--- src/design/smrc_pkg.sv ---
// shared types, widths and register indexes for the mixed-radix converter
package smrc_pkg;

  // field widths
  localparam int unsigned RES_W      = 15;
  localparam int unsigned MOD_W      = 15;
  localparam int unsigned INV_W      = 16;
  localparam int unsigned DIFF_W     = 16;
  localparam int unsigned PROD_W     = DIFF_W + INV_W;
  localparam int unsigned MAG_W      = PROD_W;
  localparam int unsigned OUT_W      = 62;
  localparam int unsigned W2_W       = 2 * MOD_W;
  localparam int unsigned W3_W       = 3 * MOD_W;

  // remainder unit: bits retired per stage and resulting latency
  localparam int unsigned DIV_BITS   = 4;
  localparam int unsigned DIV_STAGES = MAG_W / DIV_BITS;
  localparam int unsigned RED_LAT    = DIV_STAGES + 3;

  // stream and configuration port widths
  localparam int unsigned S_TDATA_W  = 64;
  localparam int unsigned M_TDATA_W  = 64;
  localparam int unsigned CFG_ADDR_W = 3;
  localparam int unsigned CFG_DATA_W = 48;

  typedef logic signed [RES_W-1:0]  res_t;
  typedef logic        [MOD_W-1:0]  mod_t;
  typedef logic signed [INV_W-1:0]  inv_t;
  typedef logic signed [DIFF_W-1:0] diff_t;

  // digits carried alongside the remainder units
  typedef struct packed {
    res_t d0;
    res_t d1;
    res_t d2;
  } digits_t;

  // configuration register indexes
  typedef enum logic [CFG_ADDR_W-1:0] {
    CFG_MODULUS_0       = 3'd0,
    CFG_MODULUS_1       = 3'd1,
    CFG_MODULUS_2       = 3'd2,
    CFG_MODULUS_3       = 3'd3,
    CFG_INVERSE_INTO_1  = 3'd4,
    CFG_INVERSES_INTO_2 = 3'd5,
    CFG_INVERSES_INTO_3 = 3'd6
  } cfg_idx_e;

endpackage

--- src/design/smrc_accum.sv ---
// weighting of the mixed-radix digits and final sum
module smrc_accum (
  input  logic                          clk_i,
  input  logic                          rst_ni,
  input  logic                          en_i,
  input  logic                          valid_i,
  input  smrc_pkg::digits_t             digits_i,
  input  smrc_pkg::res_t                d3_i,
  input  smrc_pkg::mod_t                w1_i,
  input  logic [smrc_pkg::W2_W-1:0]     w2_i,
  input  logic [smrc_pkg::W3_W-1:0]     w3_i,
  output logic                          valid_o,
  output logic [smrc_pkg::OUT_W-1:0]    value_o
);

  localparam int unsigned T1_W = smrc_pkg::MOD_W + 1 + smrc_pkg::RES_W;
  localparam int unsigned T2_W = smrc_pkg::W2_W + 1 + smrc_pkg::RES_W;
  localparam int unsigned T3_W = smrc_pkg::W3_W + 1 + smrc_pkg::RES_W;

  logic                          va_q, vb_q;
  smrc_pkg::res_t                d0_q;
  logic signed [T1_W-1:0]        t1_q;
  logic signed [T2_W-1:0]        t2_q;
  logic signed [T3_W-1:0]        t3_q;
  logic [smrc_pkg::OUT_W-1:0]    sum_q;

  // valid bits
  always_ff @(posedge clk_i or negedge rst_ni) begin
    if (!rst_ni) begin
      va_q <= 1'b0;
      vb_q <= 1'b0;
    end else if (en_i) begin
      va_q <= valid_i;
      vb_q <= va_q;
    end
  end

  // digit times weight
  always_ff @(posedge clk_i) begin
    if (en_i) begin
      d0_q <= digits_i.d0;
      t1_q <= $signed({1'b0, w1_i}) * digits_i.d1;
      t2_q <= $signed({1'b0, w2_i}) * digits_i.d2;
      t3_q <= $signed({1'b0, w3_i}) * d3_i;
    end
  end

  // sum, wrapping at the output width
  always_ff @(posedge clk_i) begin
    if (en_i) begin
      sum_q <= smrc_pkg::OUT_W'(d0_q) + smrc_pkg::OUT_W'(t1_q)
             + smrc_pkg::OUT_W'(t2_q) + smrc_pkg::OUT_W'(t3_q);
    end
  end

  assign valid_o = vb_q;
  assign value_o = sum_q;

endmodule

--- config.mk ---
export PLATFORM = sky130hd
export DESIGN_NAME = smrc_accum
export DESIGN_NICKNAME = d
export VERILOG_FILES = /design/src/design/smrc_pkg.sv /design/src/design/smrc_accum.sv
export SDC_FILE = /design/constraint.sdc
export NUM_CORES = 2
export LEC_CHECK = 0
export ABC_AREA = 1
export BUFFER_PORTS_ARGS = -buffer_cell sky130_fd_sc_hd__buf_2
export CAP_MARGIN = 20
export CORE_MARGIN = 3
export CORE_UTILIZATION = 40
export CTS_CLUSTER_SIZE = 10
export DETAILED_ROUTE_END_ITERATION = 10
export SLEW_MARGIN = 20
export SYNTH_ARGS = -nofsm -noshare
export SYNTH_HDL_FRONTEND = slang
export SYNTH_SLANG_ARGS = --single-unit
--- constraint.sdc ---
create_clock -name clk_i -period 6.65 [get_ports clk_i]
set_input_delay 0 -clock clk_i [delete_from_list [all_inputs] [get_ports clk_i]]
set_output_delay 0 -clock clk_i [all_outputs]
set_load 0.01 [all_outputs]
# --- Yosys cells after proc, flatten, opt, wreduce, memory -nomap -nowiden ---
# Cells that the tools add are included.
# Widths: inputs -> output; s select.
totals:
  ff_bits: 217
  input_bits: 154
  out_inout_bits: 63
  word_cells: 13
classes:
  addsub: 3
  mul: 3
ops:
  columns: ["op", "count"]
  rows:
  - ["$add 47x61->62", 1]
  - ["$mul 46x15->61", 1]
  - ["$add 32x46->47", 1]
  - ["$mul 31x15->46", 1]
  - ["$add 15x31->32", 1]
  - ["$mul 16x15->31", 1]

# --- Depth between registers and ports, before layout ---
logic_depth:
  ltp_word: 3
  depth_mapped: 29
  depth_no_buf: 27

# --- Worst setup path before layout ---
# OpenSTA, ideal clock, no wires.
synth_path:
  path_type: "input port to flip-flop"
  start: "in d3_i[0]"
  end: "reg t3_q[47], data pin"
  setup_time_ns: 0.253
  arrival_time_ns: 4.982
  t_required_ns: 6.397
  slack_ns: 1.415
  cell_stages: 23
  n_path_buf: 2
  cell_sequence: "clkbuf_1 > clkbuf_1 > nand2_1 > fa_1 > inv_1 > fa_1 > inv_1 > fa_1 > inv_1 > fa_1 > inv_1 > fa_1 > fa_1 > inv_1 > ha_1 > nand2_1 > nor2_2 > inv_2 > nor2_1 > and2_1 > nand3_1 > nand4_1 > nand2_1"
synth_between:
  elab_chain_len: 1
synth_rtl:
  columns: ["item", "line", "rtl"]
  rows:
  - ["start, declared", "smrc_accum.sv:8", "input smrc_pkg::res_t d3_i,"]
  - ["$mul 46x15->61", "smrc_accum.sv:44", "t3_q <= $signed({1'b0, w3_i}) * d3_i;"]
  - ["end signal, assigned", "smrc_accum.sv:44", null]
  - ["end, declared", "smrc_accum.sv:24", "logic signed [T3_W-1:0] t3_q;"]
# Every way passes these cells.
# A chain may end at the register's enable or synchronous reset.

# --- Worst setup path after layout ---
layout_path:
  start: "in d3_i[0]"
  end: "reg t3_q[39], data pin"
# The elaborated chain is that of the path after synthesis.

==> flow_summary.ini <==
[timing]
finalCritPeriodShare = 0.843
period_needed_ns = 5.60
fmax_mhz = 178
skew_ns = 0.0197
drv_slew = 0
tns_ns = 0
hold_viol = 0
tightest_slew_ns = 0.990
rsz0062_at_grt = false
relSlewSlack = 0.340
setup_violations = 0

[drt]
routed_wirelength_um = 172000
ant_nets = 0
routedWlPerCell_um = 17.2
dr.first_iter.drc_count = 3276
post-route-drc-count = 0
vias = 48600
dr.pass1.iters = 5
vias_per_cell = 4.86

[clock_network]
tritoncts = done
cts_buffer_depth = 3
cts_buffers = 27
cts.repair.resized = 0
clock_sinks = 217
worst_skew_pair.late_latency_ns = 0.54
clock-root-buffer = clkbuf_16
htreeDepth = 1
clk_pin_slew_ns = 0.05

[critical_path]
path_cells = buf_2 > nand2_1 > fa_1 > fa_1 > inv_1 > fa_1 > fa_1 > fa_1 > inv_1 > fa_1 > inv_1 > ha_1 > nand2_1 > inv_1 > nand2_1 > nand2_1 > a21oi_1 > nand3_2 > nand3_1 > nand2_1 > nand2_1 > nand2_1
critical_path.max_stage_delay_ns = 0.59
endpoint_kind = flop
cp_common_cell = nand2_1
start_kind = input port
cp.arrival_ns = 5.90
worstSetupPathType = input port to flop
crit_fanout = 37
cp.required_ns = 6.94
crit_slowest_cell = buf_2

[logic_synthesis]
synth_cell_type_count = 39
yosysSeqAreaShare = 0.107
synth-seq-cells = 217
netlist_area_sq_um = 60900
synth_nets = 9729
synthCells = 7892
syn_area_per_cell_sq_um = 7.71
yosys_warnings = 0

[cells_and_area]
utilization = 0.432
layout-drive-gt1-share = 0.0514
fillers = 15300
final_nets = 9813
areaGrowthSynthToFinish_pct = 6.84

[global_route]
overflow = 0
grt_pass1_wl_um = 279000
antenna_found_initial = 6
grt_max_degree = 114
grt_use_total = 0.223
grt_pass1_vias = 51000

[place]
gp_congestion = 0.937
port_buffers = 216
dp_hpwl_um = 148000

[die]
io_pins = 217
die_width_um = 396
die_area_sq_um = 157000
start_util = 0.404
die_y_um = 396
rows = 142
core_sq_um = 150000

[outcome]
outcome = complete, no violations

[worst_hold_path]
hold_class = input port to flop

[run]
cap_violations = 0
[final timing paths]
| path | from | endpoint | slack, ns | cells after the start |
|---|---|---|---|---|
| min in group asynchronous | rst_ni | va_q | 0.32 | 3 |
| max in group asynchronous | rst_ni | valid_o | 6.20 | 3 |
| worst max-delay path | d3_i[0] | t3_q[39] | 1.05 | 22 |
| worst max register to register | t1_q[30] | value_o[58] | 2.49 | 11 |
| worst min register to register | va_q | valid_o | 0.51 | 2 |
| worst min-delay path | w2_i[0] | t2_q[0] | 0.14 | 3 |
[routing by layer]
| layer | track usage | routed length (um) | vias up |
|---|---|---|---|
| li1 | - | - | 22800 |
| met1 | 0.326 | 79500 | 24200 |
| met2 | 0.371 | 80300 | 1406 |
| met3 | 0.0190 | 9510 | 157 |
| met4 | 0.0279 | 2350 | 6 |
| met5 | 0 | 28 | - |
[per-stage QoR]
| stage | hold slack [ns] | setup slack [ns] | cell area, sq um | std cells |
|---|---|---|---|---|
| floorplan | -0.296 | 1.42 | 60900 | 7892 |
| global placement | -0.216 | 0.423 | 64000 | 9943 |
| detailed placement | -0.212 | 0.447 | 64000 | 9943 |
| CTS | 0.0974 | 1.02 | 65000 | 10000 |
| global route | 0.142 | 0.702 | 65000 | 10000 |
| finish | 0.136 | 1.05 | 65000 | 10000 |
[cell usage after synthesis (all sizes together)]
cell    instances  area (sq um)
a21boi          2          15.0
nand2b          1          6.26
a21o            4          30.0
edfxtp        215          6460
nor3           29           214
xnor2          20           175
nand4          39           244
o21bai         37           278
nand2        2546          9610
nor2          348          1380
inv          2169          8140
a31oi           4          25.0
o21ai          49           245
ha            487          6090
xor2           94           823
a21oi         178           891
or2            42           263
clkbuf        224           841
and3            3          18.8
o211ai          1          7.51
fa           1196         23900
o21a            5          37.5
and2           12          76.3
nor4            3          18.8
dfrtp           2          50.1
nand3b          2          15.0
nand3         179           946
clkinv          1          3.75
[sequential cells by signal, indices dropped and copies added, names as in the netlist]
name,cells
valid_o,1
va_q,1
t2_q,46
t1_q,31
value_o,62
d0_q,15
t3_q,61
[placed cells by master, fill, tap and decap left out, types with 5 or more instances in the layout]
cell type and instances:
o21bai_1 37, nand3_1 169, o21a_1 5, ha_1 487, nand2_2 22, o21ai_0 48
clkbuf_1 12, fa_1 1195, nand4_1 39, or2_2 40, buf_2 215, xor2_1 94
dlygate4sd3_1 20, and2_1 11, nor3_1 19, clkbuf_16 27, nor2_2 22, inv_2 11
buf_4 36, nand2_1 2524, nand3_2 10, nor3_2 7, a21oi_1 178, edfxtp_1 215
xnor2_1 20, inv_1 2158, nor2_1 323, buf_12 7
[worst max-delay path, delay by kind of cell]
kind,cells,cell delay [ns]
adders and majority gates,7,3.49
and+or+nand+nor,9,1.13
AOI/OAI and AO/OA,1,0.44
buffers and inverters,5,0.80
[what timing repair did]
| action | CTS | global route |
|---|---|---|
| setup buffers | 0 | 0 |
| endpoints found under the hold margin | 19 | 0 |
| hold buffers | 20 | 0 |
[cell families after synthesis]
| group | Yosys count | synth area share |
|---|---|---|
| AO/OA/AOI/OAI | 280 | 0.0251 |
| adder cells (fa/ha/maj) | 1683 | 0.494 |
| buffers and inverters | 2394 | 0.148 |
| flip-flops | 217 | 0.107 |
| XOR/XNOR | 114 | 0.0164 |
| AND/OR/NAND/NOR | 3204 | 0.210 |
[layout make-up]
class | instances | area [sq um] | share of cell area
multi-input cells | 5281 | 45400 | 0.698
clock buffers | 39 | 721 | 0.0111
inverters | 2170 | 8150 | 0.125
well taps | 2016 | 2520 | 0.0388
diodes | 2 | 5.00 | 0.0000770
clock inverters | 5 | 53.8 | 0.000827
repair buffers | 279 | 1700 | 0.0262
flip-flops and latches | 217 | 6510 | 0.100
Power is not shown: default switching activity piles up to over one toggle a cycle in this logic, so the estimate is an artifact.
