[src/design/smrc_pkg.sv]
// shared types, widths and register indexes for the mixed-radix converter
package smrc_pkg;

  // field widths
  localparam int unsigned RES_W      = 15;
  localparam int unsigned MOD_W      = 15;
  localparam int unsigned INV_W      = 16;
  localparam int unsigned DIFF_W     = 16;
  localparam int unsigned PROD_W     = DIFF_W + INV_W;
  localparam int unsigned MAG_W      = PROD_W;
  localparam int unsigned OUT_W      = 62;
  localparam int unsigned W2_W       = 2 * MOD_W;
  localparam int unsigned W3_W       = 3 * MOD_W;

  // remainder unit: bits retired per stage and resulting latency
  localparam int unsigned DIV_BITS   = 4;
  localparam int unsigned DIV_STAGES = MAG_W / DIV_BITS;
  localparam int unsigned RED_LAT    = DIV_STAGES + 3;

  // stream and configuration port widths
  localparam int unsigned S_TDATA_W  = 64;
  localparam int unsigned M_TDATA_W  = 64;
  localparam int unsigned CFG_ADDR_W = 3;
  localparam int unsigned CFG_DATA_W = 48;

  typedef logic signed [RES_W-1:0]  res_t;
  typedef logic        [MOD_W-1:0]  mod_t;
  typedef logic signed [INV_W-1:0]  inv_t;
  typedef logic signed [DIFF_W-1:0] diff_t;

  // digits carried alongside the remainder units
  typedef struct packed {
    res_t d0;
    res_t d1;
    res_t d2;
  } digits_t;

  // configuration register indexes
  typedef enum logic [CFG_ADDR_W-1:0] {
    CFG_MODULUS_0       = 3'd0,
    CFG_MODULUS_1       = 3'd1,
    CFG_MODULUS_2       = 3'd2,
    CFG_MODULUS_3       = 3'd3,
    CFG_INVERSE_INTO_1  = 3'd4,
    CFG_INVERSES_INTO_2 = 3'd5,
    CFG_INVERSES_INTO_3 = 3'd6
  } cfg_idx_e;

endpackage

[src/design/smrc_mulred.sv]
// pipelined multiply and symmetric reduction modulo a configured modulus
module smrc_mulred (
  input  logic                clk_i,
  input  logic                en_i,
  input  smrc_pkg::diff_t     diff_i,
  input  smrc_pkg::inv_t      inv_i,
  input  smrc_pkg::mod_t      mod_i,
  output smrc_pkg::res_t      res_o
);

  logic signed [smrc_pkg::PROD_W-1:0] prod_q;
  logic [smrc_pkg::MAG_W-1:0] mag_q [smrc_pkg::DIV_STAGES+1];
  logic                       neg_q [smrc_pkg::DIV_STAGES+1];
  logic [smrc_pkg::MOD_W-1:0] rem_q [smrc_pkg::DIV_STAGES:1];
  smrc_pkg::res_t             res_q;

  // product of difference and inverse
  always_ff @(posedge clk_i) begin
    if (en_i) begin
      prod_q <= diff_i * inv_i;
    end
  end

  // sign and magnitude
  always_ff @(posedge clk_i) begin
    if (en_i) begin
      neg_q[0] <= prod_q[smrc_pkg::PROD_W-1];
      mag_q[0] <= prod_q[smrc_pkg::PROD_W-1] ? smrc_pkg::MAG_W'(-prod_q)
                                             : smrc_pkg::MAG_W'(prod_q);
    end
  end

  // restoring remainder, a few bits per stage
  for (genvar k = 0; k < smrc_pkg::DIV_STAGES; k++) begin : g_div
    logic [smrc_pkg::MOD_W-1:0] rem_in;
    logic [smrc_pkg::MOD_W-1:0] rem_d;
    logic [smrc_pkg::MAG_W-1:0] mag_d;

    if (k == 0) begin : g_first
      assign rem_in = '0;
    end else begin : g_rest
      assign rem_in = rem_q[k];
    end

    always_comb begin
      logic [smrc_pkg::MOD_W:0] t;
      rem_d = rem_in;
      mag_d = mag_q[k];
      for (int b = 0; b < smrc_pkg::DIV_BITS; b++) begin
        t     = {rem_d, mag_d[smrc_pkg::MAG_W-1]};
        mag_d = {mag_d[smrc_pkg::MAG_W-2:0], 1'b0};
        if (t >= {1'b0, mod_i}) begin
          t = t - {1'b0, mod_i};
        end
        rem_d = t[smrc_pkg::MOD_W-1:0];
      end
    end

    always_ff @(posedge clk_i) begin
      if (en_i) begin
        rem_q[k+1] <= rem_d;
        mag_q[k+1] <= mag_d;
        neg_q[k+1] <= neg_q[k];
      end
    end
  end

  // fold into the symmetric range, sign follows the dividend unless the remainder exceeds half the modulus
  always_ff @(posedge clk_i) begin
    logic signed [smrc_pkg::MOD_W+1:0] pr;
    logic signed [smrc_pkg::MOD_W+1:0] pm;
    logic signed [smrc_pkg::MOD_W+1:0] val;
    if (en_i) begin
      pr = {2'b00, rem_q[smrc_pkg::DIV_STAGES]};
      pm = {2'b00, mod_i};
      if (mod_i == '0) begin
        val = '0;
      end else if (rem_q[smrc_pkg::DIV_STAGES] > (mod_i >> 1)) begin
        val = neg_q[smrc_pkg::DIV_STAGES] ? (pm - pr) : (pr - pm);
      end else begin
        val = neg_q[smrc_pkg::DIV_STAGES] ? -pr : pr;
      end
      res_q <= val[smrc_pkg::RES_W-1:0];
    end
  end

  assign res_o = res_q;

endmodule

[config.mk]
export PLATFORM = sky130hd
export DESIGN_NAME = smrc_mulred
export DESIGN_NICKNAME = d
export VERILOG_FILES = /design/src/design/smrc_pkg.sv /design/src/design/smrc_mulred.sv
export SDC_FILE = /design/constraint.sdc
export NUM_CORES = 2
export LEC_CHECK = 0
export ABC_AREA = 1
export BUFFER_PORTS_ARGS = -buffer_cell sky130_fd_sc_hd__buf_4
export CORE_UTILIZATION = 62
export DETAILED_ROUTE_END_ITERATION = 12
export HOLD_SLACK_MARGIN = 0.1
export PLACE_DENSITY = 0.75
export SYNTH_ARGS = -nofsm -noshare
export SYNTH_HDL_FRONTEND = slang
export SYNTH_SLANG_ARGS = --single-unit
[constraint.sdc]
create_clock -name clk_i -period 21.2 [get_ports clk_i]
set_clock_uncertainty 0.2 [all_clocks]
set_input_delay 3.18 -clock clk_i [delete_from_list [all_inputs] [get_ports clk_i]]
set_output_delay 3.18 -clock clk_i [all_outputs]
set_load 0.02 [all_outputs]
* Yosys cells after proc, flatten, opt, wreduce, memory -nomap -nowiden
Memory sizes are Yosys's and may differ from the RTL's.
Index checks and enable logic that the tools add are counted.
** Operators by class
- Add/subtract/negate cells :: 36
- Multiply operators :: 1
- $lt $le $gt $ge :: 33
- Multiplexer cells :: 38
- Reduce and logical (&&, ||, !) cells :: 1
** Operators by type and width (count)
- $mux 15 :: 35
- $ge 16x15->1 :: 31
- $sub 15x15->15 :: 33
- $mul 16x16->32 :: 1
- $mux 32 :: 1
- $neg 32->32 :: 1
- $ge 1x15->1 :: 1
- $gt 15x14->1 :: 1
- $logic_not 15->1 :: 1
- $neg 15->15 :: 1
- $sub 1x15->15 :: 1
- $mux 1 :: 2
** Storage, ports and cells
- Bits in registers :: 47
- Bits in writable memories :: 417
- Bits of input ports :: 49
- Output and inout bits :: 15
- Memories :: 3
** Memory list
- mag_q :: words 9, width 32, rd ports 8, clocked after Yosys merged registers in 0, write ports 9, RTL line smrc_mulred.sv:12 : logic [smrc_pkg::MAG_W-1:0] mag_q [smrc_pkg::DIV_STAGES+1];
- rem_q :: words 8, width 15, rd ports 8, clocked after Yosys merged registers in 0, write ports 8, RTL line smrc_mulred.sv:14 : logic [smrc_pkg::MOD_W-1:0] rem_q [smrc_pkg::DIV_STAGES:1];
- neg_q :: words 9, width 1, rd ports 9, clocked after Yosys merged registers in 0, write ports 9, RTL line smrc_mulred.sv:13 : logic neg_q [smrc_pkg::DIV_STAGES+1];

* Logic depth before layout (Yosys ltp)
An unclocked memory read counts as a cell.
- Word-level depth :: 9
- Depth in mapped cells :: 60
- Depth with buffers taken out :: 59

* Worst setup path before layout
OpenSTA, ideal clock, no wires.
- Path kind :: input -> register
- Start :: input mod_i[1]
- End :: register, netlist name rem_q[0][67]
- Setup time :: 252 ps
- Data arrival time :: 10380 ps
- Setup slack :: 10368 ps
- Stages on the path :: 43
- Path buffers :: 2
- Cells stage by stage :: inv_1 fa_1 nand3_1 nand3_1 nand2_1 nand3_1 nand2_2 nand2_4 inv_4 or2_2 o21ai_0 inv_1 fa_1 nor3_1 o21bai_1 nand3_1 nand2_2 nand3_4 [... 7 more ...] nand3_1 a21oi_1 a21boi_2 nand3_1 nand2_1 inv_1 ha_1 a21oi_1 o21ai_0 nand2_1 o2111ai_1 a21oi_1 o21ai_0 a21oi_1 nand3_2 buf_4 nand2_1 nand2_1
** RTL lines
- start, declared :: RTL line smrc_mulred.sv:7 : input smrc_pkg::mod_t mod_i,

==> reports/results.txt <==
outcome -> finished clean
largest area contributor in the netlist -> edfxtp_1
# DRC -> 0
syn_area_per_cell -> 7.18 µm²
count of final hold-check violations -> 0
Simple-Gate Fraction of Synth Area -> 0.271
synthesized instance count -> 7,173
Distinct cells, synth -> 62
FP Rows -> 105
layout cells sized above 1 -> 0.0550
Achievable Freq -> 78.6 MHz
CP required -> 21.44 ns
core area -> 82,100 µm²
# fillers -> 7,309
DR vias/cell -> 5.72
synthesized flop and latch total -> 320
cell with the largest stage delay on the worst path -> nor2_2
Die Span X -> 290 µm
First-pass DRT Iterations -> 8
CP startpoint -> mod_i[1]
list of most frequent post-synthesis cells -> nand2_1 (2,172), inv_1 (1,034), ha_1 (593), a21oi_1 (466), nand3_1 (371)
DR iter-0 viols -> 3,540
crit path time final -> 12.73 ns
Syn Nets -> 8,110
Async SR Flop Fraction -> 0
final max-slew violation count -> 0
complex-gate fraction of the synthesized area -> 0.116
max_cap viols -> 0
Area growth syn-to-layout -> 5.03%
Crit Reg-Reg Startpoint -> mag_q[0][191]$_DFFE_PP_
Final Routed Wirelength -> 145,000 µm
post-CTS sizing -> 0
GPL Wtd Cong -> 0.993
Yosys warning count -> 0
hold path depth -> 0
multiplexer share of the synthesized area -> 0.000583
post-synthesis xor/xnor area fraction -> 0.0740
number of port buffers -> 63
most numerous cell in the Yosys netlist -> nand2_1
Worst Hold Class -> register to register
largest net degree at the start of global routing -> 120
Synth Flop Type -> edfxtp_1
Worst Hold End -> mag_q[0][51]$_DFFE_PP_
largest family of logic cells by synthesized area -> simple AND/OR/NAND/NOR gates
FF-to-FF End -> rem_q[0][91]$_DFFE_PP_
critical path startpoint category -> primary input
Multi-input gate area -> 37,100 µm²
final setup fails -> 0
CTS Buffer Depth -> 3
DP HPWL -> 114,000 µm
Ports -> 64
TritonCTS clock tree -> done
met1 WL -> 62,600 µm
Num CTS Buffers -> 41
routed wl met2 -> 67,900 µm
post-synthesis adder-cell area fraction -> 0.259
Slew @ Worst Pin -> 1.06 ns
synth top area cells -> edfxtp_1 (19%), nand2_1 (16%), ha_1 (14%)
period utilisation layout -> 0.600
most used cell, CP -> nand2_1
worst skew pair latency -> 0.60 ns
number of synthesized flops with an enable pin -> 320
initial core utilization -> 0.627
clk sinks -> 320
Crit. End Element -> register
Cell Area, Synth -> 51,500 µm²
Tot GR Track Use -> 0.344
# hold bufs at CTS -> 0
initial antenna violation count -> 1
Final Net Count -> 8,123
Reg2Reg Depth -> 46
# Post-CTS Setup Buffers -> 0
Highest Signal Layer -> met4
Fin Setup TNS -> 0 ns
detailed-route via count -> 47,400
sequential-to-total area share from yosys stat -> 0.187
unrepaired setup endpoints after global routing -> false
DR WL/cell -> 17.5 µm
Die Span Y -> 290 µm
CP Data Arrival Time -> 12.97 ns
first-pass GRT wire length -> 235,000 µm
kind of critical path -> primary input to register
H-Tree Depth -> 2
Crit path largest cell delay -> 0.67 ns
Critical Path Fanout Max -> 28
vias in the first global route -> 45,600
gr ovfl total -> 0
met3 WL -> 9340 µm
die area -> 84,200 µm²
clock slew at reported path FFs -> 0.06 ns
Post-DRT Antenna Nets -> 0
Yosys top cell area share -> 0.187
Root Driver -> clkbuf_16
register area -> 9610 µm²
r2r setup slk -> 11.55 ns
hold_sp -> mag_q[0][15]$_DFFE_PP_
relative slew slack -> 0.296
## per-stage QoR
stage	hold slack [ns]	instances	utilization	worst slack (ns)	area, µm²
after detailed placement	0.205	8213	0.643	8.05	52800
final	0.214	8289	0.659	8.47	54100
after global routing	0.215	8288	0.659	7.68	54100
after global placement	0.200	8213	0.643	8.09	52800
after CTS	0.214	8288	0.659	8.66	54100
after floorplan	0.200	7173	-	10.37	51500
## state kept, by name, indices dropped and copies added, names as in the netlist
| name | flops |
|---|---|
| mag_q | 144 |
| rem_q | 120 |
| prod_q | 32 |
| res_o | 15 |
| neg_q | 9 |
## critical path: cells and delay by family
kind                       cells  cell delay, ns
adders and majority gates      4            1.62
buffers and inverters          8            2.38
and+or+nand+nor               29            4.10
AOI/OAI and AO/OA              8            1.59
## worst max path at each step
stage                        endpoint  slack, ns  depth (start not counted)
2_1_floorplan  rem_q[0][67]$_DFFE_PP_      10.37                         43
3_5_place_dp   rem_q[0][46]$_DFFE_PP_       8.05                         49
5_1_grt        rem_q[0][52]$_DFFE_PP_       7.68                         49
3_3_place_gp   rem_q[0][46]$_DFFE_PP_       8.09                         49
4_1_cts        rem_q[0][51]$_DFFE_PP_       8.66                         49
6_report       rem_q[0][51]$_DFFE_PP_       8.47                         49
## cell type report
cell class / count / share of cell area
Antenna cell: 1 / 0.0000463
Multi-Input combinational cell: 5655 / 0.686
Inverter: 1071 / 0.0746
Tap cell: 1070 / 0.0248
Clock inverter: 23 / 0.00275
Clock buffer: 52 / 0.0205
Timing Repair Buffer: 97 / 0.0136
Sequential cell: 320 / 0.178
## cell usage in the layout (no fill, tap or decap), drive strengths merged, types with 31 or more instances in the layout
| master | n |
|---|---|
| o21bai | 35 |
| or2 | 43 |
| buf | 97 |
| fa | 295 |
| xnor2 | 171 |
| edfxtp | 320 |
| xor2 | 263 |
| nor2 | 378 |
| a21o | 36 |
| ha | 593 |
| nand3b | 31 |
| clkbuf | 52 |
| nand3 | 406 |
| a21oi | 485 |
| nand4 | 75 |
| nand2 | 2225 |
| inv | 1071 |
| nor3 | 67 |
| o21ai | 388 |
## metal layers
metal	vias to the layer above	track usage
met5	-	0
met4	0	0.119
met3	322	0.0395
met2	1613	0.586
met1	22000	0.453
li1	23400	-
## logic make-up (layout without fill, tap and decap cells)
kind of cell | count (synthesis) | in the layout
AND/OR/NAND/NOR | 3259 | 3259
buffers and inverters | 1198 | 1243
AO/OA/AOI/OAI | 1071 | 1071
adder cells (fa/ha/maj) | 888 | 888
XOR/XNOR | 434 | 434
flip-flops | 320 | 320
multiplexers | 3 | 3
other | 0 | 1
Power is left out: the tool's default activity adds up to more than one toggle a clock period on the data nets, which glitch-free logic cannot reach.
