**config.mk**
```make
export PLATFORM = sky130hd
export DESIGN_NAME = smrc_delay
export DESIGN_NICKNAME = d
export VERILOG_FILES = /design/src/design/smrc_pkg.sv /design/src/design/smrc_delay.sv
export SDC_FILE = /design/constraint.sdc
export NUM_CORES = 1
export LEC_CHECK = 0
export BUFFER_PORTS_ARGS = -buffer_cell sky130_fd_sc_hd__buf_2
export CAP_MARGIN = 20
export CORE_MARGIN = 2
export CORE_UTILIZATION = 50
export DETAILED_ROUTE_END_ITERATION = 10
export PLACE_DENSITY = 0.68
export SYNTH_ARGS = -nofsm -noshare
export SYNTH_HDL_FRONTEND = slang
export SYNTH_SLANG_ARGS = --single-unit
```
**constraint.sdc**
```tcl
create_clock -name clk_i -period 2.2 [get_ports clk_i]
set_clock_uncertainty 0.05 [all_clocks]
set_input_delay 0.33 -clock clk_i [delete_from_list [all_inputs] [get_ports clk_i]]
set_output_delay 0.33 -clock clk_i [all_outputs]
set_load 0.01 [all_outputs]
```
**src/design/smrc_pkg.sv**
```systemverilog
// shared types, widths and register indexes for the mixed-radix converter
package smrc_pkg;

  // field widths
  localparam int unsigned RES_W      = 15;
  localparam int unsigned MOD_W      = 15;
  localparam int unsigned INV_W      = 16;
  localparam int unsigned DIFF_W     = 16;
  localparam int unsigned PROD_W     = DIFF_W + INV_W;
  localparam int unsigned MAG_W      = PROD_W;
  localparam int unsigned OUT_W      = 62;
  localparam int unsigned W2_W       = 2 * MOD_W;
  localparam int unsigned W3_W       = 3 * MOD_W;

  // remainder unit: bits retired per stage and resulting latency
  localparam int unsigned DIV_BITS   = 4;
  localparam int unsigned DIV_STAGES = MAG_W / DIV_BITS;
  localparam int unsigned RED_LAT    = DIV_STAGES + 3;

  // stream and configuration port widths
  localparam int unsigned S_TDATA_W  = 64;
  localparam int unsigned M_TDATA_W  = 64;
  localparam int unsigned CFG_ADDR_W = 3;
  localparam int unsigned CFG_DATA_W = 48;

  typedef logic signed [RES_W-1:0]  res_t;
  typedef logic        [MOD_W-1:0]  mod_t;
  typedef logic signed [INV_W-1:0]  inv_t;
  typedef logic signed [DIFF_W-1:0] diff_t;

  // digits carried alongside the remainder units
  typedef struct packed {
    res_t d0;
    res_t d1;
    res_t d2;
  } digits_t;

  // configuration register indexes
  typedef enum logic [CFG_ADDR_W-1:0] {
    CFG_MODULUS_0       = 3'd0,
    CFG_MODULUS_1       = 3'd1,
    CFG_MODULUS_2       = 3'd2,
    CFG_MODULUS_3       = 3'd3,
    CFG_INVERSE_INTO_1  = 3'd4,
    CFG_INVERSES_INTO_2 = 3'd5,
    CFG_INVERSES_INTO_3 = 3'd6
  } cfg_idx_e;

endpackage

```
**src/design/smrc_delay.sv**
```systemverilog
// delay line for valid bits and digits alongside one reduction level
module smrc_delay (
  input  logic              clk_i,
  input  logic              rst_ni,
  input  logic              en_i,
  input  logic              valid_i,
  input  smrc_pkg::digits_t data_i,
  output logic              valid_o,
  output smrc_pkg::digits_t data_o
);

  logic              valid_q [smrc_pkg::RED_LAT];
  smrc_pkg::digits_t data_q  [smrc_pkg::RED_LAT];

  // valid bits
  always_ff @(posedge clk_i or negedge rst_ni) begin
    if (!rst_ni) begin
      for (int k = 0; k < smrc_pkg::RED_LAT; k++) begin
        valid_q[k] <= 1'b0;
      end
    end else if (en_i) begin
      valid_q[0] <= valid_i;
      for (int k = 1; k < smrc_pkg::RED_LAT; k++) begin
        valid_q[k] <= valid_q[k-1];
      end
    end
  end

  // payload
  always_ff @(posedge clk_i) begin
    if (en_i) begin
      data_q[0] <= data_i;
      for (int k = 1; k < smrc_pkg::RED_LAT; k++) begin
        data_q[k] <= data_q[k-1];
      end
    end
  end

  assign valid_o = valid_q[smrc_pkg::RED_LAT-1];
  assign data_o  = data_q[smrc_pkg::RED_LAT-1];

endmodule

```
Word level (Yosys, flattened, before mapping):

Memories as Yosys holds them, arrays and structs flattened.
Cells that the tools add are included.
Widths: inputs -> output; s select.

* register bits: 11
* bits in latches: 0
* bits in writable memories: 495
* memory bits (read-only): 0
* bits of input ports: 49
* output and inout port bits: 46
* memories kept: 1

Memory list
* data_q: depth 11, bits a word 45, read ports 11, clocked after memory_dff 0, wr ports 11, line smrc_delay.sv:13 `smrc_pkg::digits_t data_q [smrc_pkg::RED_LAT];`

* $add $sub $neg: 0
* multipliers: 0
* div/mod/pow operators: 0
* order comparisons: 0
* eq/ne operators: 0
* shifts and indexed selects: 0
* multiplexer cells: 2
* bitwise gates (word level): 0
* reduce and logical (&&, ||, !) cells: 0

Operators with widths (count)
* $mux 1: 2

Logic depth before layout (Yosys ltp):

Gate-level depths: netlist of run 1.

* depth in word-level cells: 2
* depth in mapped cells: 2

Least setup slack after synthesis of run 1:

Ideal clock, no wire load.

* path type: input to register
* start: input port en_i
* end: register valid_q, in the netlist valid_o
* setup time: 0.125 ns
* arrival: 0.767 ns
* data required time: 2.025 ns
* setup slack: 1.258 ns
* stages on the path: 2
* cell sequence: buf_6 -> mux2_4

RTL lines
* start: declaration: line smrc_delay.sv:5 `input logic en_i,`
* end signal: indexed assignment: line smrc_delay.sv:24 `valid_q[k] <= valid_q[k-1];`
* end: declaration: line smrc_delay.sv:12 `logic valid_q [smrc_pkg::RED_LAT];`

No word-level cell between the ends.

==> results.yml, run 1 <==
timing:
  setup-tns-final_ps: 0
  drv_slew: 0
  worst_pin_slew_ps: 480
  finalSetupViolCount: 0
  hold-worst-slack_ps: 160
  finalCritPeriodShare: 0.648
  layout_min_cycle_time_ps: 1430
  rsz0062_at_grt: "no"
  slew_headroom: 0.680
  finalHoldViolCount: 0
  fmax_ghz: 0.701
  layout_setup_ws_ps: 774
cells_and_area:
  fin_nets: 766
  fin_cells: 1148
  syn2layout_area_growth_pct: 20.3
  final_cell_mix: "495 x edfxtp_1, 93 x buf_2, 47 x clkbuf_16, 47 x dlygate4sd3_1"
  final_core_util: 0.607
  final_layout_size_suffix_gt1_frac: 0.242
  num_antenna_cells: 0
  fin_area_sq_um: 18400
  layout_commonest_cell: "edfxtp_1"
cts:
  htree_levels: 2
  clk_latency_ps: 520
  cts_buffer_depth: 3
  cts_tree: "built"
  cts.sinks: 506
  post_cts_resized: 0
  postCtsHoldBufs: 47
  cts_root_buf: "clkbuf_16"
  cts_buffers: 45
  cts_post_setup_buffers_inserted: 0
  clkTransAtPathRegs_ps: 60
synthesis:
  syn_area_per_cell_sq_um: 29.6
  synth-seq-cells: 506
  syn_inst: 518
  yosysWarnings: 0
  seq_area_frac_synth: 0.989
  syn_nets: 567
  synth_cell_types: 5
  syn-cell-area_sq_um: 15300
floorplanning:
  ios: 95
  num_rows: 64
  die_h_microns: 179
  start_util: 0.505
  core_area_sq_um: 30300
  die_w_microns: 179
  die_area_sq_um: 32000
global_route:
  antenna_found_initial: 0
  grt_pass1_vias: 4926
  grt_usage: 0.0938
  grt_max_degree: 86
  grt_pass1_wl_microns: 23700
  overflow: 0
placement:
  pre_cts_ws_ps: 600
  dpl-instance-area_sq_um: 16400
  port_buffers: 94
  dp.cells: 1019
  gp_congestion: 0.646
critical_path:
  cp.required_ps: 1820
  worst_r2r_path_depth: 1
  crit_family: "flip-flops"
  path_cells: "buf_2"
  r2r-start: "valid_q[8]"
  r2r_end: "valid_q[8]"
  crit_path_top_delay_cell: "edfxtp_1"
  arrival_ps: 1050
  endpoint_kind: "output port"
  path_class: "reg -> out"
  startpoint_type: "register"
  critPathMaxFanout: 1
  cp_slowest_stage_delay_ps: 370
  r2r_slack_ps: 1370
  crit_cells: 1
  crit_buf_inv: 1
routing:
  drt_iter0_drc: 328
  dr.pass1.iters: 4
  wl_met1_microns: 6170
  wl_microns: 14500
  ant_nets: 0
  dr_wl_met3_microns: 876
  dr.max_layer_used: "met4"
  wl_per_cell_microns: 12.6
  drc_errors: 0
  dr_total_vias: 5032
  post_drt_via_cell_ratio: 4.38
  wl_met2_microns: 7030
power_and_ir_drop:
  powerDensity_nw_per_um2: 1070
  leakagePower_nw: 6.45
  worst_ir_drop_vdd_mv: 0.744
  power_mw: 19.7
run:
  max_cap_viol_count: 0
run_status:
  outcome: "complete, no violations"
worst_hold_path:
  hold_class: "in -> async"
## logic make-up (layout without fill, tap and decap cells)
logic type	after synthesis	in the layout	synth area share
flip-flops	506	506	0.989
multiplexers	11	11	0.0105
buffers and inverters	1	235	0.000735
## cell type report
cell class              count  area [sq um]
clock buffers              53          1200
multi-input cells          11           161
fillers                  2059         11900
flip-flops and latches    506         15100
repair buffers            153          1100
clock inverters            29           318
well taps                 396           495
## metal layers
| layer | vias to the layer above | global-route usage |
|---|---|---|
| met5 | - | 0 |
| met2 | 119 | 0.150 |
| met4 | 0 | 0.0417 |
| met1 | 2363 | 0.121 |
| met3 | 37 | 0.0265 |
| li1 | 2513 | - |
## report_power, final
group	switching, mW	internal (mW)
Sequential	0.169	11.3
Clock	3.00	4.71
Combinational	0.257	0.234
Total	3.43	16.2
## Yosys cell counts (all sizes together)
| cell | n | area [sq um] |
|---|---|---|
| buf | 1 | 11.3 |
| dfrtp | 11 | 275 |
| edfxtp | 495 | 14900 |
| mux2 | 11 | 161 |
## worst max-delay path by stage
| stage | from | to | slack (ps) |
|---|---|---|---|
| 3_5_place_dp | en_i | data_q[0][20] | 600 |
| 3_3_place_gp | en_i | data_q[0][23] | 670 |
| 4_1_cts | data_q[10][42] | data_o[42] | 730 |
| 6_report | data_q[10][20] | data_o[20] | 770 |
| 2_1_floorplan | en_i | valid_o | 1260 |
| 5_1_grt | data_q[10][41] | data_o[41] | 720 |
## registers in the layout (all words and copies together) (netlist names)
signal / flops
data_q: 495
valid_q: 10
valid_o: 1
Note: power is estimated with default switching activity, not from simulation.
==> run 2, diff against run 1 <==
--- a/config.mk
+++ b/config.mk
@@ -5,12 +5,13 @@
 export SDC_FILE = /design/constraint.sdc
 export NUM_CORES = 1
 export LEC_CHECK = 0
+export ABC_AREA = 1
 export BUFFER_PORTS_ARGS = -buffer_cell sky130_fd_sc_hd__buf_2
 export CAP_MARGIN = 20
 export CORE_MARGIN = 2
 export CORE_UTILIZATION = 50
 export DETAILED_ROUTE_END_ITERATION = 10
-export PLACE_DENSITY = 0.68
+export PLACE_DENSITY = 0.7
 export SYNTH_ARGS = -nofsm -noshare
 export SYNTH_HDL_FRONTEND = slang
 export SYNTH_SLANG_ARGS = --single-unit
==> constraint.sdc (replaced) <==
create_clock -name clk_i -period 1.3 [get_ports clk_i]
set_clock_uncertainty 0.05 [all_clocks]
set_input_delay 0.195 -clock clk_i [delete_from_list [all_inputs] [get_ports clk_i]]
set_output_delay 0.195 -clock clk_i [all_outputs]
set_load 0.01 [all_outputs]
==> run 2 against run 1 <==
Effect of this change: the run now ends with negative setup slack left; die area fell by 0.17%; combinational power rose by 62%; clock power rose by 50%; final area rose by 0.29%; synthesized area fell by 0.17%; first-iteration DRC count rose by 17%; register-to-register slack got worse by 870 ps; sequential share of layout area fell by 0.23 points; total power rose by 61%; global-route usage rose by 0.84 points; critical path type unchanged; largest power group unchanged.
==> results.yml, run 2 <==
routing:
  wl_microns: 16100
  drc_errors: 0
  ant_nets: 0
  dr_total_vias: 5342
  drt_iter0_drc: 385
  dr.pass1.iters: 4
  post_drt_via_cell_ratio: 4.49
  wl_per_cell_microns: 13.5
cts:
  cts.sinks: 506
  clkTransAtPathRegs_ps: 60
  cts_tree: "built"
  htree_levels: 2
  cts_buffers: 45
  cts_buffer_depth: 3
  clk_latency_ps: 530
  cts_root_buf: "clkbuf_16"
synthesis:
  synth_area_leaders: "edfxtp_1 97%, dfrtp_1 1.8%, nand2_1 0.81%"
  synth_edf_count: 495
  synth_most_common_cell: "edfxtp_1"
  synth_adder_area_share: 0
  synthMuxAreaShare: 0
  synth_top_area_frac: 0.972
  synth_cell_types: 6
  synth-simple-area-share: 0.00810
  syn_area_per_cell_sq_um: 28.2
  synthTopCellsByCount: "495 x edfxtp_1, 33 x nand2_1, 11 x dfrtp_1"
  yosysWarnings: 0
  seq_area_frac_synth: 0.990
  syn-cell-area_sq_um: 15300
  synth_compound_area_frac: 0
  syn_nets: 591
  synthArstFlopShare: 0.0217
  synth_top_family_by_area: "simple AND/OR/NAND/NOR gates"
  syn_inst: 542
  synth_xor_xnor_area_share: 0
  synth-seq-cells: 506
  yosys.area.top_type: "edfxtp_1"
  ys.flop_type: "edfxtp_1"
power_and_ir_drop:
  powerDensity_nw_per_um2: 1720
  worst_ir_drop_vdd_mv: 1.08
  leakagePower_nw: 6.53
critical_path:
  r2r_slack_ps: 500
  crit_buf_inv: 1
  crit_path_top_delay_cell: "dfrtp_1"
  cp_slowest_stage_delay_ps: 390
  r2r-start: "valid_o"
  path_class: "reg -> out"
  critPathMaxFanout: 2
  startpoint_type: "register"
  path_cells: "buf_2"
  arrival_ps: 1060
  endpoint_kind: "output port"
  crit_family: "flip-flops"
  startpoint: "valid_o"
  cp.required_ps: 1050
cells_and_area:
  syn2layout_area_growth_pct: 20.8
  fillers: 2047
  layout_commonest_cell: "edfxtp_1"
  fin_nets: 813
  fin_cells: 1190
  num_antenna_cells: 0
  largest_reg_flops: 495
  final_cell_mix: "495 x edfxtp_1, 93 x buf_2, 48 x dlygate4sd3_1, 47 x clkbuf_16, 33 x nand2_1"
  final_layout_size_suffix_gt1_frac: 0.228
  regMostFlops: "data_q"
global_route:
  grt_max_degree: 80
  antenna_found_initial: 0
  grt_pass1_wl_microns: 25600
  grt_pass1_vias: 5277
  overflow: 0
  grt_usage: 0.102
floorplanning:
  num_rows: 64
  die_area_sq_um: 32000
  die_h_microns: 179
  die_w_microns: 179
  start_util: 0.504
  core_area_sq_um: 30300
  ios: 95
timing:
  drv_slew: 0
  fmax_ghz: 0.768
  slew_headroom: 0.691
  finalHoldViolCount: 0
  layout_setup_ws_ps: -2.51
  setup-tns-final_ps: -2.51
  worst_pin_slew_ps: 462
  finalCritPeriodShare: 1.00
  finalSetupViolCount: 1
  rsz0062_at_grt: "yes"
  layout_min_cycle_time_ps: 1300
placement:
  gp_congestion: 0.726
  port_buffers: 94
  dp.cells: 1064
  dp_hpwl_microns: 9390
worst_hold_path:
  hold_class: "in -> reg"
  min-delay-start: "en_i"
run_status:
  failed_checks: "negative setup slack"
  outcome: "finished, violations left"
run:
  max_cap_viol_count: 0
run 2: metrics by stage:
step / power [mW] / util / hold WS, ps / setup WS (ps) / instance area, sq um
3_3_place_gp: 20.2 / 0.549 / 1.71 / 146 / 16700
4_1_cts: 32.1 / 0.608 / 83.0 / -33.1 / 18500
5_1_grt: 32.9 / 0.609 / 87.1 / -55.0 / 18500
6_report: 31.7 / 0.609 / 96.6 / -2.51 / 18500
3_5_place_dp: 20.4 / 0.549 / 14.6 / 119 / 16700
2_1_floorplan: 19.6 / - / -151 / 635 / 15300
run 2: report_power, final:
group          switching [mW]  internal, mW
combinational           0.448         0.348
clock                    4.98          6.62
sequential              0.270          19.1
run 2: per-layer routing:
metal | track usage | routed length [microns]
met1 | 0.136 | 6960
met2 | 0.160 | 7600
met3 | 0.0267 | 966
met4 | 0.0481 | 566
met5 | 0 | 0
run 2: final timing paths:
check | cells after the start | to
hold reg to reg | 0 | data_q[5][24]
max in group asynchronous | 3 | valid_q[8]
setup reg to reg | 3 | valid_o
hold / removal | 2 | data_q[10][43]
min in group asynchronous | 3 | valid_o
setup / recovery | 1 | valid_o
run 2: final cells by class:
| class | instances | area (sq um) | share of cell area |
|---|---|---|---|
| Clock buffer | 61 | 1240 | 0.0671 |
| Clock inverter | 16 | 68.8 | 0.00373 |
| Inverter | 1 | 3.75 | 0.000203 |
| Multi-Input combinational cell | 33 | 124 | 0.00671 |
| Sequential cell | 506 | 15100 | 0.820 |
| Tap cell | 396 | 495 | 0.0268 |
| Timing Repair Buffer | 177 | 1400 | 0.0757 |
run 2: cells by family (layout without fill, tap and decap cells):
| family | count (synthesis) | after routing |
|---|---|---|
| buf+inv | 3 | 255 |
| flops | 506 | 506 |
| simple gates | 33 | 33 |
run 2: repair_timing:
action                                  CTS  global route
hold endpoints to repair                 57             0
resized for setup                         0             0
pin swaps                                 0             0
endpoints found under the setup margin   33            46
setup buffers                             0             1
gates cloned                              0             0
hold buffers                             48             0
==> run 3, diff against run 2 <==
--- a/config.mk
+++ b/config.mk
@@ -8,10 +8,13 @@
 export ABC_AREA = 1
 export BUFFER_PORTS_ARGS = -buffer_cell sky130_fd_sc_hd__buf_2
 export CAP_MARGIN = 20
+export CELL_PAD_IN_SITES_DETAIL_PLACEMENT = 1
+export CELL_PAD_IN_SITES_GLOBAL_PLACEMENT = 2
 export CORE_MARGIN = 2
-export CORE_UTILIZATION = 50
+export CORE_UTILIZATION = 44
 export DETAILED_ROUTE_END_ITERATION = 10
-export PLACE_DENSITY = 0.7
+export PLACE_DENSITY_LB_ADDON = 0.1
+export RECOVER_POWER = 25
 export SYNTH_ARGS = -nofsm -noshare
 export SYNTH_HDL_FRONTEND = slang
 export SYNTH_SLANG_ARGS = --single-unit
==> run 3 against run 2 <==
Effect of this change: sequential share of layout area shrank 1.0 points; fmax shrank 1.7%; the flow still finishes with violations (negative setup slack); first-iteration DRC count shrank 31%; clock power grew 17%; total power grew 6.2%.
==> results.yml, run 3 (synthesis results as in run 2) <==
routing:
  dr_total_vias: 5431
  wl_per_cell_microns: 14.7
  drc_errors: 0
  wl_microns: 18400
  post_drt_via_cell_ratio: 4.33
  dr.pass1.iters: 4
  drt_iter0_drc: 264
  ant_nets: 0
timing:
  drv_slew: 0
  hold-worst-slack_ps: 298
  layout_setup_ws_ps: -24.7
  finalSetupViolCount: 13
  setup-tns-final_ps: -142
  layout_min_cycle_time_ps: 1320
  worst_pin_slew_ps: 568
  finalCritPeriodShare: 1.02
  finalHoldViolCount: 0
  fmax_ghz: 0.755
  rsz0062_at_grt: "yes"
  slew_headroom: 0.621
power_and_ir_drop:
  powerDensity_nw_per_um2: 1800
  power_mw: 33.7
  worst_ir_drop_vdd_mv: 0.974
  leakagePower_nw: 6.60
worst_hold_path:
  hold_class: "in -> reg"
  holdPathStages: 2
  min-delay-start: "data_i[29]"
  hold_end: "data_q[0][29]"
global_route:
  grt_max_degree: 75
  grt_usage: 0.101
  antenna_found_initial: 0
  grt_pass1_wl_microns: 28500
  overflow: 0
  grt_pass1_vias: 5533
cells_and_area:
  layout_commonest_cell: "edfxtp_1"
  largest_reg_flops: 495
  fin_cells: 1255
  regMostFlops: "data_q"
  fin_area_sq_um: 18700
  fin_nets: 809
  syn2layout_area_growth_pct: 22.3
  num_antenna_cells: 0
  final_layout_size_suffix_gt1_frac: 0.239
  final_cell_mix: "495 x edfxtp_1, 93 x buf_2, 52 x clkbuf_16, 48 x dlygate4sd3_1, 33 x nand2_1"
  fillers: 2974
placement:
  dp_hpwl_microns: 10900
  dpl-instance-area_sq_um: 16700
  gp_congestion: 0.670
  dp.cells: 1113
  port_buffers: 94
floorplanning:
  die_area_sq_um: 36200
  start_util: 0.445
  ios: 95
  core_area_sq_um: 34400
  die_h_microns: 190
  die_w_microns: 190
  num_rows: 68
critical_path:
  path_cells: "buf_2"
  r2r_slack_ps: 530
  endpoint_kind: "output port"
  startpoint_type: "register"
  r2r-start: "valid_o"
  cp_slowest_stage_delay_ps: 380
  crit_family: "flip-flops"
  path_class: "reg -> out"
  crit_buf_inv: 1
  crit_path_top_delay_cell: "dfrtp_1"
  critPathMaxFanout: 2
  r2r_end: "valid_o"
  cp.required_ps: 1050
  worst_r2r_path_depth: 3
  arrival_ps: 1080
cts:
  htree_levels: 2
  clkTransAtPathRegs_ps: 60
  cts_tree: "built"
  cts_buffer_depth: 3
  cts_buffers: 51
  clk_latency_ps: 550
  cts.sinks: 506
  cts_root_buf: "clkbuf_16"
run_status:
  failed_checks: "negative setup slack"
  outcome: "finished, violations left"
run:
  max_cap_viol_count: 0
## run 3: repair_timing
item,CTS,global route
gates resized for setup,0,0
setup endpoints to repair,46,46
hold endpoints to repair,57,0
setup buffers,1,0
hold buffers,48,0
## run 3: power breakdown
group          internal (mW)  switching, mW
logic                  0.308          0.454
registers               19.1          0.278
clock network           7.96           5.63
total                   27.3           6.37
## run 3: metrics by stage
step / worst slack (ps) / utilization
4_1_cts: -81.6 / 0.546
6_report: -24.7 / 0.544
2_1_floorplan: 635 / -
3_5_place_dp: 57.6 / 0.486
3_3_place_gp: 78.2 / 0.486
5_1_grt: -87.2 / 0.544
## run 3: final cells by class
class                           instances  area (sq um)  share of cell area
Sequential cell                       506         15100               0.810
Multi-Input combinational cell         33           124             0.00662
Clock inverter                         29           248              0.0132
Timing Repair Buffer                  167          1270              0.0679
Inverter                                1          3.75            0.000201
Tap cell                              455           569              0.0304
Clock buffer                           64          1350              0.0720
## run 3: routing by layer
| metal | share of wire | global-route usage | up-vias |
|---|---|---|---|
| met5 | 0 | 0 | - |
| met4 | 0.026 | 0.0435 | 0 |
| met3 | 0.055 | 0.0296 | 37 |
| met2 | 0.46 | 0.157 | 130 |
| met1 | 0.46 | 0.135 | 2650 |
| li1 | - | - | 2614 |
## run 3: worst max-delay path by stage
| stage | from | to | cells past startpoint |
|---|---|---|---|
| after global placement | en_i | data_q[5][18] | 3 |
| final | valid_o | valid_o | 1 |
| after floorplan | valid_o | valid_o | 2 |
| after CTS | data_q[10][10] | data_o[10] | 1 |
| after detailed placement | en_i | data_q[5][8] | 3 |
| after global routing | data_q[10][10] | data_o[10] | 1 |
